**config.mk**
```make
export PLATFORM = sky130hd
export DESIGN_NAME = insertion_sorter_unit
export DESIGN_NICKNAME = d
export VERILOG_FILES = /design/src/sv/iss_pkg.sv /design/src/sv/insertion_sorter_unit.sv /design/src/sv/iss_cell.sv
export SDC_FILE = /design/constraint.sdc
export NUM_CORES = 2
export LEC_CHECK = 0
export BUFFER_PORTS_ARGS = -buffer_cell sky130_fd_sc_hd__buf_4
export CAP_MARGIN = 20
export CORE_ASPECT_RATIO = 1.25
export CORE_UTILIZATION = 44
export DETAILED_ROUTE_END_ITERATION = 10
export HOLD_SLACK_MARGIN = 0.15
export PLACE_DENSITY_LB_ADDON = 0.05
export SLEW_MARGIN = 40
export SYNTH_ARGS = -nofsm -noshare
export SYNTH_HDL_FRONTEND = slang
export SYNTH_HIERARCHICAL = 1
export SYNTH_SLANG_ARGS = --single-unit
```
**constraint.sdc**
```tcl
create_clock -name clk_i -period 9 [get_ports clk_i]
set_input_delay 0.45 -clock clk_i [delete_from_list [all_inputs] [get_ports clk_i]]
set_output_delay 0.45 -clock clk_i [all_outputs]
set_load 0.05 [all_outputs]
```
**src/sv/iss_pkg.sv**
```systemverilog
// Package for the insertion sorter: item types, cell link type and cell ops.
// No dependencies; used by iss_cell and insertion_sorter_unit.
package iss_pkg;

  localparam int unsigned DataW = 32;

  // Input item: one element of the set
  typedef struct packed {
    logic signed [DataW-1:0] value;
    logic                    last_in;
  } in_item_t;

  // Result item: one element of the sorted set
  typedef struct packed {
    logic signed [DataW-1:0] sorted_value;
    logic                    last_out;
    logic                    overflow;
  } out_item_t;

  // What a cell shows its neighbors
  typedef struct packed {
    logic                    valid;
    logic signed [DataW-1:0] value;
    logic                    keep;   // holds a value not greater than the new item
  } iss_link_t;

  // Operation applied to every cell of the chain at once
  typedef enum logic [1:0] {
    OP_HOLD   = 2'b00,
    OP_INSERT = 2'b01,
    OP_SHIFT  = 2'b10
  } iss_op_e;

  // Controller states, one-hot
  typedef enum logic [1:0] {
    ST_IDLE  = 2'b01,
    ST_DRAIN = 2'b10
  } iss_state_e;

endpackage

```
**src/sv/insertion_sorter_unit.sv**
```systemverilog
// Insertion sorter: a chain of DEPTH cells sorts signed values as they arrive.
// One item is taken per cycle while idle and inserted in that cycle; if the
// chain is full it is dropped and overflow is set. After the last item, busy
// is high as the chain shifts out; results follow one per cycle, starting in
// the cycle after busy rises. The receiver cannot stall. Reset empties the
// chain and clears count and flag. Depends on iss_pkg and iss_cell.
module insertion_sorter_unit #(
  parameter int unsigned DEPTH = 16
) (
  input  logic               clk_i,
  input  logic               rst_ni,
  input  logic               start,
  output logic               busy,
  input  iss_pkg::in_item_t  item_i,
  output logic               result_valid_o,
  output iss_pkg::out_item_t result_o
);
  import iss_pkg::*;

  localparam int unsigned CntW = $clog2(DEPTH + 1);

  iss_state_e    state_q, state_d;
  logic [CntW-1:0] fill_q, fill_d;
  logic          ovf_q, ovf_d;
  logic          out_valid_q, out_valid_d;
  out_item_t     out_q, out_d;
  iss_op_e       op;
  logic          accept;
  logic          full;
  iss_link_t     links [DEPTH];

  assign busy   = (state_q == ST_DRAIN);
  assign accept = start && !busy;
  assign full   = (fill_q == CntW'(DEPTH));

  // Cell chain
  for (genvar i = 0; i < DEPTH; i++) begin : g_cell
    iss_link_t lower, upper;
    if (i == 0) begin : g_first
      assign lower = '{valid: 1'b1, value: '0, keep: 1'b1};
    end else begin : g_mid
      assign lower = links[i-1];
    end
    if (i == DEPTH - 1) begin : g_top
      assign upper = '0;
    end else begin : g_below_top
      assign upper = links[i+1];
    end
    iss_cell u_cell (
      .clk_i       (clk_i),
      .rst_ni      (rst_ni),
      .op_i        (op),
      .new_value_i (item_i.value),
      .lower_i     (lower),
      .upper_i     (upper),
      .link_o      (links[i])
    );
  end

  // Control: insert while idle, drain the chain after the last item
  always_comb begin
    state_d     = state_q;
    fill_d      = fill_q;
    ovf_d       = ovf_q;
    out_valid_d = 1'b0;
    out_d       = out_q;
    op          = OP_HOLD;
    unique case (state_q)
      ST_IDLE: begin
        if (accept) begin
          if (full) begin
            ovf_d = 1'b1;
          end else begin
            op     = OP_INSERT;
            fill_d = fill_q + CntW'(1);
          end
          if (item_i.last_in) begin
            state_d = ST_DRAIN;
          end
        end
      end
      ST_DRAIN: begin
        op                 = OP_SHIFT;
        out_valid_d        = 1'b1;
        out_d.sorted_value = links[0].value;
        out_d.last_out     = (fill_q == CntW'(1));
        out_d.overflow     = ovf_q;
        fill_d             = fill_q - CntW'(1);
        if (fill_q == CntW'(1)) begin
          state_d = ST_IDLE;
          ovf_d   = 1'b0;
        end
      end
      default: begin
        state_d = ST_IDLE;
      end
    endcase
  end

  always_ff @(posedge clk_i or negedge rst_ni) begin
    if (!rst_ni) begin
      state_q     <= ST_IDLE;
      fill_q      <= '0;
      ovf_q       <= 1'b0;
      out_valid_q <= 1'b0;
    end else begin
      state_q     <= state_d;
      fill_q      <= fill_d;
      ovf_q       <= ovf_d;
      out_valid_q <= out_valid_d;
    end
  end

  // Result payload register
  always_ff @(posedge clk_i) begin
    out_q <= out_d;
  end

  assign result_valid_o = out_valid_q;
  assign result_o       = out_q;

endmodule

```
**src/sv/iss_cell.sv**
```systemverilog
// One cell of the insertion chain: holds one sorted element and its valid bit.
// Depends on iss_pkg.
module iss_cell (
  input  logic                       clk_i,
  input  logic                       rst_ni,
  input  iss_pkg::iss_op_e           op_i,
  input  logic signed [iss_pkg::DataW-1:0] new_value_i,
  input  iss_pkg::iss_link_t         lower_i,   // neighbor below (smaller index)
  input  iss_pkg::iss_link_t         upper_i,   // neighbor above (larger index)
  output iss_pkg::iss_link_t         link_o
);
  import iss_pkg::*;

  logic             valid_q, valid_d;
  logic [DataW-1:0] value_q, value_d;
  logic             keep;

  // Stays put when it holds a value not greater than the new one
  assign keep = valid_q && !($signed(value_q) > new_value_i);

  assign link_o.valid = valid_q;
  assign link_o.value = value_q;
  assign link_o.keep  = keep;

  // Next value: insert, shift toward the output end, or hold
  always_comb begin
    valid_d = valid_q;
    value_d = value_q;
    case (op_i)
      OP_INSERT: begin
        if (!keep) begin
          if (lower_i.keep) begin
            valid_d = 1'b1;
            value_d = new_value_i;
          end else begin
            valid_d = lower_i.valid;
            value_d = lower_i.value;
          end
        end
      end
      OP_SHIFT: begin
        valid_d = upper_i.valid;
        value_d = upper_i.value;
      end
      default: begin
      end
    endcase
  end

  always_ff @(posedge clk_i or negedge rst_ni) begin
    if (!rst_ni) begin
      valid_q <= 1'b0;
    end else begin
      valid_q <= valid_d;
    end
  end

  always_ff @(posedge clk_i) begin
    value_q <= value_d;
  end

endmodule
```
### Word level (Yosys, flattened, before mapping)

Index checks and enable logic that the tools add are counted.
Widths: inputs -> output; s select.

* register bits after elaboration: 571
* latch bits: 0
* bits in writable memories: 0
* ROM bits: 0
* word-level logic and storage cells: 248
* memories: 0

* add/subtract/negate cells: 2
* $mul: 0
* div/mod/pow operators: 0
* magnitude comparators: 16
* equality and inequality tests: 27
* shift-type cells: 0
* multiplexer cells: 109
* bitwise gates (word level): 0
* reduce and logical (&&, ||, !) cells: 55

Operator list (count)
* $pmux 32 s2: 16
* $mux 32: 31
* $gt 32x32->1: 16
* $ne 2x2->1 const B: 20
* $mux 1: 37
* $pmux 1 s2: 17
* $reduce_and 2->1: 16
* $logic_and 1x1->1: 17
* $logic_not 1->1: 17
* $mux 5: 2
* $pmux 5 s2: 1
* $pmux 2 s2: 2
* $mux 2: 3
* $reduce_and 3->1: 2
* $add 5x1->5 const B: 1
* $eq 5x1->1 const B: 1
* $eq 5x5->1 const B: 1
* $sub 5x1->5 const B: 1
* $eq 2x1->1 const B: 2
* $eq 2x2->1 const B: 2
* $reduce_and 4->1: 1
* $reduce_bool 2->1: 2
* $ne 2x1->1 const B: 1

### Longest topological paths before layout

* word-level depth: 8
* depth in mapped cells: 13
* depth with buffers taken out: 11

### Hierarchy

Netlist, hierarchy kept.

By module, submodules not included
* iss_cell: instances 16, cells an instance 267, area an instance 2549.9 µm², seq. area each 985.9 µm²
* insertion_sorter_unit: instances 1, cells an instance 93, area an instance 1605.3 µm², seq. area each 1247.4 µm²

### Least setup slack after synthesis

No wires, ideal clock.

* kind: reg-to-reg
* start: reg state_q[0]
* end: reg g_cell[0].u_cell.value_q[0], enable pin
* setup time: 0.396 ns
* arrival: 6.314 ns
* required time: 8.604 ns
* slack: 2.289 ns
* stages on the path, launching flop included: 9
* clock period less this slack: 6.711 ns
* cells stage by stage: dfstp_2 inv_1 ha_1 and3b_1 buf_2 nand2_1 nor2_1 nand2b_1 o21bai_2

* word-level cells in the longest chain between the ends: 8
* elaborated cells on any way between the ends: 11

RTL lines
* start: declaration: RTL line insertion_sorter_unit.sv:22 `iss_state_e state_q, state_d;`
* start signal: assignment: RTL line insertion_sorter_unit.sv:107 `state_q <= state_d;`
* $eq 2x2->1 (*): RTL line insertion_sorter_unit.sv:32 `assign busy = (state_q == ST_DRAIN);`
* named net busy: RTL line insertion_sorter_unit.sv:13 `output logic busy,`
* $logic_not 1->1: RTL line insertion_sorter_unit.sv:33 `assign accept = start && !busy;`
* $logic_and 1x1->1: RTL line insertion_sorter_unit.sv:33
* $mux 1: RTL line insertion_sorter_unit.sv:70 `if (accept) begin`
* $pmux 2 s2 (*): RTL line insertion_sorter_unit.sv:68 `unique case (state_q)`
* named net op[0]: RTL line insertion_sorter_unit.sv:27 `iss_op_e op;`
* $eq 2x1->1 or $eq 2x2->1 (tied branches): RTL line iss_cell.sv:29 `case (op_i)`
* $ne 2x2->1 (no line) or $reduce_bool 2->1 (tied branches)
* $reduce_and 2->1 (no line) (*)
* end signal: assignment: RTL line iss_cell.sv:59 `value_q <= value_d;`
* end: declaration: RTL line iss_cell.sv:15 `logic [DataW-1:0] value_q, value_d;`

Mark *: on every way through the listed nets, which the timed path passes. The rest lies on a longest branch.
A chain may end at the register's enable or synchronous reset.

### Worst setup path in the final report

* start: reg state_q[0]
* end: reg g_cell[6].u_cell.value_q[8], enable pin

* word-level cells in the longest chain between the ends: 8
* elaborated cells on any way between the ends: 11

RTL lines (RTL line)
* $eq 2x2->1: insertion_sorter_unit.sv:32, insertion_sorter_unit.sv:68
* $logic_not 1->1: insertion_sorter_unit.sv:33
* $logic_and 1x1->1: insertion_sorter_unit.sv:33
* $mux 1: insertion_sorter_unit.sv:70
* $pmux 2 s2 (*): insertion_sorter_unit.sv:68
* named net op[0]: insertion_sorter_unit.sv:27
* $eq 2x1->1 or $eq 2x2->1 (tied branches): iss_cell.sv:29
* $ne 2x2->1 (no line) or $reduce_bool 2->1 (tied branches)
* $reduce_and 2->1 (no line) (*)
* end signal: assignment: iss_cell.sv:59
* end: declaration: iss_cell.sv:15

Marks and branches as above.

==> summary.txt <==
Run status
  – Outcome: finished clean

Power and ir drop
  – Max IR drop VDD: 0.225 mV
  – Power Density: 338 mW/mm^2
  – Power, Total: 0.0157 W
  – Static Leak: 19.7 nW

Synth
  – Number of warnings issued by yosys: 6
  – Syn Inst Count: 4364
  – Avg Cell Area, Syn: 9.72 um^2
  – Mapped cell area: 0.0424 mm^2

Timing
  – Final setup fails: 0
  – Final slew viol count: 0
  – Relative slew slack: 0.476
  – Worst Tran Pin Value: 0.785 ns
  – Final period utilization: 0.437
  – Sum Neg Setup Slack: 0 ns
  – Clock Skews: 0.0230 ns
  – Crit path time final: 3.94 ns
  – Peak Freq: 254 MHz
  – Unrepaired setup endpoints after global routing: false
  – Final hold viol count: 0

Global route
  – First-pass GRT wire length: 171000 um
  – Vias in the first global route: 30.6k
  – Remaining Overflow, GRT: 0
  – Initial antenna violation count: 0
  – Largest net degree at the start of global routing: 66
  – Total GRT Usage: 0.221

Placement
  – Gpl congestion: 0.834
  – PortBufs: 71
  – HPWL after DPL: 82500 um

Finish
  – Layout cells sized above 1: 0.0609
  – Area Growth Syn to Fin: 9.69%
  – Final nets: 4951
  – Post-layout util: 0.490
  – ANT cells: 0

Setup path
  – CP startpoint kind: register
  – CP bufs+invs: 5
  – Crit-path slowest cell: dfstp_2
  – CP Capture Type: register
  – CP most frequent cell: buf_4
  – Critical Path RT: 9.26 ns
  – CP max FO: 65
  – Type of the worst setup path: register to register
  – CP max stage delay: 0.54 ns
  – Worst path top cell family by delay: buffers and inverters
  – Crit path arrival time: 4.19 ns
  – CP cell instances: inv_1 -> ha_4 -> buf_4 -> and3b_1 -> nand2_1 -> nor2_4 -> buf_6 -> buf_4 -> nand2b_1 -> o21bai_2 -> buf_4

Routing
  – Initial DRT Pass Iterations: 5
  – Via density: 5.29
  – Routed vias: 30.3k
  – WL final: 107000 um
  – DR WL/cell: 18.7 um
  – Antenna viol nets, final: 0
  – Iter 0 DRT Violations: 1413
  – DRC viols: 0

Clocking
  – CTS root buffer: clkbuf_16
  – # H-tree levels: 3
  – Setup Fix Bufs, Post-CTS: 0
  – Clock Latency Late Sink: 0.62 ns
  – Register clock-pin slew on the reported worst setup and hold paths: 0.06 ns
  – Clk buf depth: 3
  – CTS Sinks: 571
  – CTS tree: built
  – Num CTS Buffers: 69

Die
  – Ports: 72
  – Die Y: 349 um
  – Die area: 0.0976 mm^2
  – Initial core utilization: 0.447
  – Num rows: 126
  – Placeable Area: 0.0949 mm^2
  – Die W: 280 um

Hold path
  – Tightest Hold Check Type: input port to register

Run
  – Maxcap violations: 0
[what timing repair did]
item	in CTS	in global routing
gates resized for setup	0	0
hold buffers	1	0
endpoints found under the hold margin	25	0
endpoints found under the setup margin	0	0
[per-stage QoR]
stage                     instances  setup WS [ns]  hold WS [ns]  area, um^2
after CTS                      5730           5.05         0.173       46500
after detailed placement       5606           4.71         0.433       44300
after global placement         5603           4.57         0.431       44300
final                          5730           5.06         0.211       46500
after floorplan                4429           2.29         0.154       42600
after global routing           5730           4.78         0.243       46500
[cell type report]
cell class              count  area (um^2)
repair buffers            108          852
well taps                1280         1600
multi-input cells        3114        22900
flip-flops and latches    571        17000
inverters                 534         2000
clock inverters            36          267
clock buffers              87         1890
fillers                  9083        48400
[power breakdown]
group | internal (W) | switching, W | leakage (nW)
combinational | 0.00293 | 0.00413 | 13.3
clock | 0.00160 | 0.00117 | 1.06
sequential | 0.00489 | 0.00100 | 5.29
total | 0.00941 | 0.00629 | 19.7
[worst min-delay path, cell delays in order]
cell and delay, ns:
buf_4 0.12, nand2_1 0.05, o21ba_2 0.12, o21ai_1 0.05
[routing by layer]
layer / global-route usage / share of wire
met1: 0.270 / 0.44
met3: 0.0205 / 0.022
met5: 0 / 0
met4: 0.0809 / 0.033
met2: 0.402 / 0.50
[path summary, 6_finish.rpt]
kind	from	endpoint	slack, ns	cells past startpoint
worst max-delay path	state_q[0]	g_cell[6].u_cell/value_q[8]	5.06	11
worst min-delay path	start	ovf_q	0.21	4
worst max register to register	state_q[0]	g_cell[6].u_cell/value_q[8]	5.06	11
worst min register to register	g_cell[0].u_cell/value_q[12]	result_o[14]	0.50	0
max in group asynchronous	rst_ni	g_cell[14].u_cell/valid_q	8.34	2
min in group asynchronous	rst_ni	fill_q[0]	0.31	2
[cell usage in the layout, fill, tap and decap left out, drive strengths merged, types with 17 or more instances in the layout]
| master | instances |
|---|---|
| conb | 67 |
| nand3 | 32 |
| a21oi | 131 |
| nor2b | 64 |
| a221o | 17 |
| buf | 107 |
| ha | 517 |
| edfxtp | 546 |
| inv | 534 |
| nand2b | 33 |
| mux2i | 528 |
| a221oi | 32 |
| o211ai | 48 |
| o21ai | 580 |
| a21o | 32 |
| clkbuf | 87 |
| clkinv | 31 |
| nand2 | 612 |
| nand4 | 112 |
| o21bai | 32 |
| nor2 | 50 |
| dfrtp | 24 |
| a211oi | 32 |
[sequential cells by signal (all words and copies together) (netlist names)]
register,count
state_q,2
ovf_q,1
g_cell.u_cell/value_q,512
result_o,34
g_cell.u_cell/valid_q,16
result_valid_o,1
fill_q,5
Power figures use the tool's default switching activity.
